<file path="src/rtl/kps_pkg.sv">
// Shared widths, codes and the status type for the keyed permutation shuffle unit.
`timescale 1ns / 1ps
`default_nettype none

package kps_pkg;

  // Entry and key byte width, and the width of a two-byte key sum
  localparam int DATA_W = 8;
  localparam int SUM_W  = DATA_W + 1;
  localparam int BIT_W  = $clog2(SUM_W);

  // Store depth default and register reset value
  localparam int              MAX_ENTRIES_DEF = 256;
  localparam logic [DATA_W-1:0] TOP_RESET     = 8'hFF;

  // Item mode codes
  localparam logic MODE_LOAD = 1'b0;
  localparam logic MODE_READ = 1'b1;

  // Status of the remainder unit
  typedef struct packed {
    logic busy;
    logic done;
  } kps_mod_stat_t;

endpackage

`default_nettype wire

</file>
<file path="src/rtl/kps_mod_unit.sv">
// Bit-serial remainder unit: one quotient bit per cycle over the key sum.
`timescale 1ns / 1ps
`default_nettype none

module kps_mod_unit
  import kps_pkg::*;
(
  input  wire logic              clk,
  input  wire logic              rst_n,
  input  wire logic              start,
  input  wire logic [SUM_W-1:0]  dividend,
  input  wire logic [DATA_W-1:0] divisor,
  output kps_mod_stat_t          stat,
  output logic      [DATA_W-1:0] remainder
);

  logic              run_r;
  logic              done_r;
  logic [BIT_W-1:0]  bit_r;
  logic [SUM_W-1:0]  sum_r;
  logic [DATA_W-1:0] dv_r;
  logic [DATA_W-1:0] rem_r;
  logic [SUM_W-1:0]  trial;
  logic [SUM_W-1:0]  diff;
  logic [DATA_W-1:0] rem_nxt;

  // Shift in the next dividend bit and subtract when the divisor fits
  always_comb begin
    trial   = {rem_r, sum_r[bit_r]};
    diff    = trial - {1'b0, dv_r};
    rem_nxt = (trial >= {1'b0, dv_r}) ? diff[DATA_W-1:0] : trial[DATA_W-1:0];
  end

  // Run from the top dividend bit down to bit zero
  always_ff @(posedge clk) begin
    if (!rst_n) begin
      run_r  <= 1'b0;
      done_r <= 1'b0;
    end else begin
      done_r <= 1'b0;
      if (start) begin
        run_r <= 1'b1;
        bit_r <= BIT_W'(SUM_W - 1);
        sum_r <= dividend;
        dv_r  <= divisor;
        rem_r <= '0;
      end else if (run_r) begin
        rem_r <= rem_nxt;
        if (bit_r == '0) begin
          run_r  <= 1'b0;
          done_r <= 1'b1;
        end else begin
          bit_r <= bit_r - BIT_W'(1);
        end
      end
    end
  end

  assign stat.busy = run_r;
  assign stat.done = done_r;
  assign remainder = rem_r;

endmodule

`default_nettype wire

</file>
<file path="config.mk">
export PLATFORM = sky130hd
export DESIGN_NAME = kps_mod_unit
export DESIGN_NICKNAME = d
export VERILOG_FILES = /design/src/rtl/kps_pkg.sv /design/src/rtl/kps_mod_unit.sv
export SDC_FILE = /design/constraint.sdc
export NUM_CORES = 1
export LEC_CHECK = 0
export ABC_CLOCK_PERIOD_IN_PS = 2800
export BUFFER_PORTS_ARGS = -buffer_cell sky130_fd_sc_hd__buf_2
export CORE_MARGIN = 2
export CORE_UTILIZATION = 30
export DETAILED_ROUTE_END_ITERATION = 12
export PLACE_DENSITY_LB_ADDON = 0.15
export SYNTH_ARGS = -nofsm -noshare
export SYNTH_HDL_FRONTEND = slang
export SYNTH_SLANG_ARGS = --single-unit
</file>
<file path="constraint.sdc">
create_clock -name clk -period 2.8 [get_ports clk]
set_input_delay 0.14 -clock clk [delete_from_list [all_inputs] [get_ports clk]]
set_output_delay 0.14 -clock clk [all_outputs]
set_load 0.02 [all_outputs]
</file>
==> out/results.txt, run 1 <==
Avg Cell Area, Syn -> 12.35 sq um
max-cap violations -> 0
final core occ -> 0.3941
area occupied by multi-input gates -> 777.0 sq um
die area -> 6387 sq um
Iter 0 DRT Violations -> 82
vias in the first global route -> 1322
total grt overflow -> 0
# diodes -> 0
arrival time at the worst endpoint -> 2.74 ns
post-synthesis compound-gate area fraction -> 0.1954
Area contributors post-synth -> edfxtp_1 50%, ha_1 7.2%, a21oi_1 2.6%
Place WS -> -0.02212 ns
Final Hold Fails -> 0
Gate Count Post-Synth -> 140
Slew headroom -> 0.6501
Mapped Nets -> 171
Power Dens Cells -> 618.0 nW/um^2
Slowest-stage cell, CP -> mux4_2
Worst Setup Slack, final -> 0.08628 ns
synth warn -> 0
ANT nets after route -> 0
Initial Util -> 0.3121
Final Setup Violations -> 0
post-synth top area cell -> edfxtp_1
Post-Synthesis Cell Area -> 1729 sq um
Max H-tree Level -> 2
Worst-Margin Slew -> 0.5248 ns
Root Driver -> clkbuf_8
core area -> 5540 sq um
main combinational cell family by area after synthesis -> compound AO/OA/AOI/OAI gates
min Tclk post-route -> 2.714 ns
initial antenna violation count -> 0
cell breakdown of the critical path -> mux4_2, nand2_1, a21oi_2, a31oi_2, ha_2, nor2b_2, o31ai_4, a31oi_4, o22ai_1, a21oi_1
# fillers -> 564
Detail Placement HPWL -> 2745 um
post-synthesis simple-gate area fraction -> 0.1136
CP endpoint kind -> register
register area share after synthesis -> 0.5268
drt wl/cell -> 14.56 um
reg2reg setup slack -> 0.09 ns
Total Nets Final -> 217
final worst path period share -> 0.9692
skew final -> 0.01270 ns
area grow syn2layout -> 26.27%
mux cell area share after synthesis -> 0.02822
ys async rst share -> 0
pin count of the biggest net entering global routing -> 16
Port Buf Inserts -> 29
fraction of layout cells with a size suffix above 1 -> 0.3529
CP max FO -> 8
area share of fa/ha/maj cells after synthesis -> 0.08394
CTS tree -> yes
gr usage total -> 0.1269
VDD IR-drop max -> 0.3966 mV
CP Launch Type -> register
worst path required time -> 2.83 ns
CTS max path bufs -> 2
max-slew violations -> 0
average vias per placed instance -> 4.985
area fraction of the dominant cell type after synthesis -> 0.5036
post-synth cell types -> 43
commonest cells after routing, fill and taps aside -> 29 x edfxtp_1, 29 x buf_2, 13 x buf_4
Rows -> 27
WHS Path Cells -> 1
CTS clk-pin slew, worst paths -> 0.07 ns
Clock Latency Late Sink -> 0.29 ns
global-route wire length before repair -> 6092 um
post-synthesis xor/xnor area fraction -> 0.01520
GP Congestion -> 0.8199
critical path type -> register to register
IO Count -> 30
CTS sink count -> 31
TritonRoute pass-1 iters -> 4
CTS Buf Count -> 5
R2R depth -> 10
outcome -> finished, final reports clean
FF+latch area -> 910.9 sq um
Post-synth EDFFs -> 29
#FFs+latches synth -> 31
Critical Path Max Stage Delay -> 0.51 ns
die height -> 79.92 um
DRC violations left -> 0
P_leak -> 0.8560 nW
Fmax achieved -> 368.5 MHz
via count -> 1291
RSZ-0062 raised after global routing -> true
commonest register cell after synthesis -> edfxtp_1
Worst Hold Class -> input port to register
drt total wl -> 3771 um
Die Span X -> 79.92 um
[logic make-up (layout without fill, tap and decap cells)]
group / count (synthesis) / after routing
AOI/OAI and AO/OA: 41 / 41
and+or+nand+nor: 37 / 37
DFF: 31 / 31
buffers and inverters: 15 / 62
adders and majority gates: 11 / 11
xor gates and xnor gates: 3 / 3
muxes: 2 / 2
[timing repair]
action | 4_1_cts | 5_1_grt
setup buffers | 10 | 1
gates resized for setup | 0 | 7
gates cloned | 0 | 0
endpoints found under the setup margin | 1 | 8
hold buffers | 0 | 0
pin swaps | 0 | 2
[path summary, 6_finish.rpt]
path / startpoint / to
setup / recovery: bit_r[0] / remainder[5]
hold / removal: divisor[3] / dv_r[3]
setup reg to reg: bit_r[0] / remainder[5]
hold reg to reg: run_r / done_r
[per-layer routing]
metal  GRT usage  up-vias  wire, um  part of all wire
li1            -      629         -                 -
met1      0.1393      618      1470              0.39
met5           0        -         0                 0
met3     0.03733        6       212             0.056
met4     0.05424        0        64             0.017
met2      0.2258       38      2024              0.54
[state kept, by name, summed over array words and instances (netlist names)]
register / cells
run_r: 1
bit_r: 4
remainder: 8
done_r: 1
dv_r: 8
sum_r: 9
[stage by stage]
| step | setup TNS (ns) | instance area, sq um | hold WS, ns | total power, mW | instances |
|---|---|---|---|---|---|
| after floorplan | 0 | 1729 | 0.2389 | 0.7914 | 140 |
| after detailed placement | -0.02212 | 1961 | 0.3181 | 0.8694 | 240 |
| after CTS | 0 | 2153 | 0.01536 | 1.349 | 258 |
| after global routing | -0.1898 | 2183 | 0.009560 | 1.419 | 259 |
| after global placement | 0 | 1961 | 0.3168 | 0.8651 | 240 |
| final | 0 | 2183 | 0.02047 | 1.349 | 259 |
[Yosys cell counts (2+ instances only)]
| master | n |
|---|---|
| edfxtp_1 | 29 |
| inv_1 | 12 |
| ha_1 | 10 |
| a21oi_1 | 9 |
| nand3_1 | 7 |
| nor2_1 | 6 |
| o21ai_0 | 6 |
| nand2_1 | 5 |
| nor3_1 | 5 |
| o21a_1 | 5 |
| nor2b_1 | 4 |
| xnor2_1 | 3 |
| a211oi_1 | 2 |
| a311oi_1 | 2 |
| a31oi_1 | 2 |
| and2_1 | 2 |
| and3_1 | 2 |
| buf_4 | 2 |
| dfxtp_1 | 2 |
| nand2b_1 | 2 |
[where the power goes]
part	switching, mW	total (mW)	internal (mW)	leakage [nW]
clock network	0.171	0.458	0.288	0.0612
logic	0.172	0.317	0.145	0.503
registers	0.0232	0.574	0.551	0.292
[worst max-delay path: cells and delay by family, from the launching register on]
kind                       cells  cell delay, ns
DFF                            1            0.40
muxes                          1            0.51
AOI/OAI and AO/OA              6            1.18
adders and majority gates      1            0.23
and+or+nand+nor                2            0.14
[final cells by class]
cell class	count	area share
multi-input cells	94	0.3559
well taps	72	0.04126
clock buffers	6	0.03782
clock inverters	2	0.01605
repair buffers	42	0.1112
flip-flops and latches	31	0.4172
inverters	12	0.02063
Power figures use the tool's default switching activity.
==> run 2: changes to the inputs <==
--- a/config.mk
+++ b/config.mk
@@ -8,9 +8,10 @@
 export ABC_CLOCK_PERIOD_IN_PS = 2800
 export BUFFER_PORTS_ARGS = -buffer_cell sky130_fd_sc_hd__buf_2
 export CORE_MARGIN = 2
-export CORE_UTILIZATION = 30
+export CORE_UTILIZATION = 40
 export DETAILED_ROUTE_END_ITERATION = 12
 export PLACE_DENSITY_LB_ADDON = 0.15
+export REMOVE_ABC_BUFFERS = 1
 export SYNTH_ARGS = -nofsm -noshare
 export SYNTH_HDL_FRONTEND = slang
 export SYNTH_SLANG_ARGS = --single-unit
==> out/results.txt, run 2 (same netlist as run 1, synthesis figures left out) <==
outcome -> finished, final reports clean
CP top delay family -> compound AO/OA/AOI/OAI gates
gr usage total -> 0.1498 (+0.02287)
CTS tree -> yes
fraction of layout cells with a size suffix above 1 -> 0.3408 (-0.01216)
Max H-tree Level -> 2 (unchanged)
Detail Placement HPWL -> 2531 um (-7.8%)
Clock Latency Late Sink -> 0.28 ns (about the same)
critical path type -> register to register
drt wl/cell -> 15.18 um (+4.3%)
M1 WL -> 1529 um (+4.0%)
Iter 0 DRT Violations -> 47 (-43%)
top routing layer in use -> met4
skew final -> 0.005262 ns (-0.007437 ns)
Post-CTS Hold Buffers -> 0 (unchanged)
CP endpoint kind -> register
ANT nets after route -> 0 (unchanged)
CTS max path bufs -> 2 (unchanged)
Root Driver -> clkbuf_8
met3 WL -> 160 um (-25%)
cell breakdown of the critical path -> mux4_2, nand2_2, a21oi_2, a31oi_2, ha_2, fa_2, nor2b_2, o311ai_1, o311ai_2, o21ai_1, a21oi_1
commonest cells after routing, fill and taps aside -> 29 x edfxtp_1, 29 x buf_2, 12 x inv_1
average vias per placed instance -> 5.467 (+9.7%)
die height -> 69.75 um (-13%)
CP Launch Type -> register
R2R Path End -> remainder[6]
Reg with most FFs -> sum_r
crit path capture -> remainder[6]
die area -> 4865 sq um (-24%)
post-route setup TNS -> 0 ns (unchanged)
area grow syn2layout -> 21.78%
RSZ-0062 raised after global routing -> true
Port Buf Inserts -> 29 (unchanged)
Worst-Margin Slew -> 0.5140 ns (-0.01083 ns)
CTS sink count -> 31 (unchanged)
reg2reg setup slack -> 0.09 ns (about the same)
Crit. Startpoint -> bit_r[0]
Die Span X -> 69.75 um (-13%)
worst path required time -> 2.81 ns (-0.02 ns)
via count -> 1252 (-3.0%)
Total Nets Final -> 209 (-3.7%)
final worst path period share -> 0.9671 (-0.002133)
VDD IR-drop max -> 0.3398 mV (-14%)
global-route wire length before repair -> 5789 um (-5.0%)
IO Count -> 30 (unchanged)
Worst Hold Class -> input port to register
Hold Worst Slack -> 0.03473 ns (+0.01426 ns)
Levels on crit path -> 11 (+1)
Slew headroom -> 0.6574 (+0.007220)
Final Setup Violations -> 0 (unchanged)
core area -> 4086 sq um (-26%)
total grt overflow -> 0 (unchanged)
GP Congestion -> 0.8448 (+3.0%)
Final Hold Fails -> 0 (unchanged)
CP max FO -> 3 (-5)
Fmax achieved -> 369.3 MHz (+0.22%)
Final Instance Count excl. Fillers -> 229 (-12%)
max-cap violations -> 0 (unchanged)
Slowest-stage cell, CP -> mux4_2
reg2reg start -> bit_r[0]
drt total wl -> 3476 um (-7.8%)
pin count of the biggest net entering global routing -> 20 (+4)
CTS Buf Count -> 5 (unchanged)
buffers plus inverters on the worst setup path -> 0 (unchanged)
CTS clk-pin slew, worst paths -> 0.07 ns (about the same)
# diodes -> 0 (unchanged)
R2R depth -> 11 (+1)
initial antenna violation count -> 0 (unchanged)
Largest register FFs -> 9 (unchanged)
P_leak -> 0.8199 nW (-4.2%)
routed wl met2 -> 1753 um (-13%)
Post-Place Cells -> 218 (-9.2%)
Power Dens Cells -> 621.4 nW/um^2 (+0.56%)
min Tclk post-route -> 2.708 ns (-0.005971 ns)
TritonRoute pass-1 iters -> 4 (unchanged)
vias in the first global route -> 1205 (-8.9%)
Rows -> 23 (-15%)
arrival time at the worst endpoint -> 2.72 ns (-0.02 ns)
Critical Path Max Stage Delay -> 0.52 ns (about the same)
DRC violations left -> 0 (unchanged)
Initial Util -> 0.4231 (+0.1110)
max-slew violations -> 0 (unchanged)
-- run 2: where the power goes --
| group | switching [mW] | internal [mW] |
|---|---|---|
| clock network | 0.158 | 0.266 |
| registers | 0.0230 | 0.551 |
| logic | 0.174 | 0.136 |
-- run 2: worst min path at each step --
stage                 from        to  slack, ns  cells after the start
2_1_floorplan        start    done_r       0.22                      1
3_3_place_gp   dividend[7]  sum_r[7]       0.32                      1
3_5_place_dp   dividend[7]  sum_r[7]       0.32                      1
4_1_cts        dividend[7]  sum_r[7]       0.03                      1
5_1_grt        dividend[6]  sum_r[6]       0.02                      1
6_report       dividend[7]  sum_r[7]       0.03                      1
-- run 2: layout make-up --
| type | count | area [sq um] |
|---|---|---|
| Clock buffer | 7 | 76.32 |
| Timing Repair Buffer | 34 | 182.7 |
| Sequential cell | 31 | 910.9 |
| Multi-Input combinational cell | 94 | 798.3 |
| Tap cell | 50 | 62.56 |
| Clock inverter | 1 | 30.03 |
| Inverter | 12 | 45.04 |
| Fill cell | 378 | 1981 |
-- run 2: per-stage QoR --
stage	power, mW	util	setup WS, ns	area [sq um]
3_3_place_gp	0.8614	0.4731	0.1068	1933
3_5_place_dp	0.8670	0.4731	0.04692	1933
4_1_cts	1.295	0.4991	0.003334	2039
5_1_grt	1.376	0.5153	-0.06128	2106
2_1_floorplan	0.7882	-	0.2187	1710
6_report	1.309	0.5153	0.09226	2106
-- run 2: timing repair --
item	CTS	global route
resized for setup	0	14
setup buffers	0	3
setup endpoints to repair	0	8
-- run 2: layer usage --
layer | vias up | track usage
li1 | 613 | -
met1 | 596 | 0.1970
met2 | 37 | 0.2468
met3 | 6 | 0.03488
met4 | 0 | 0.04487
met5 | - | 0
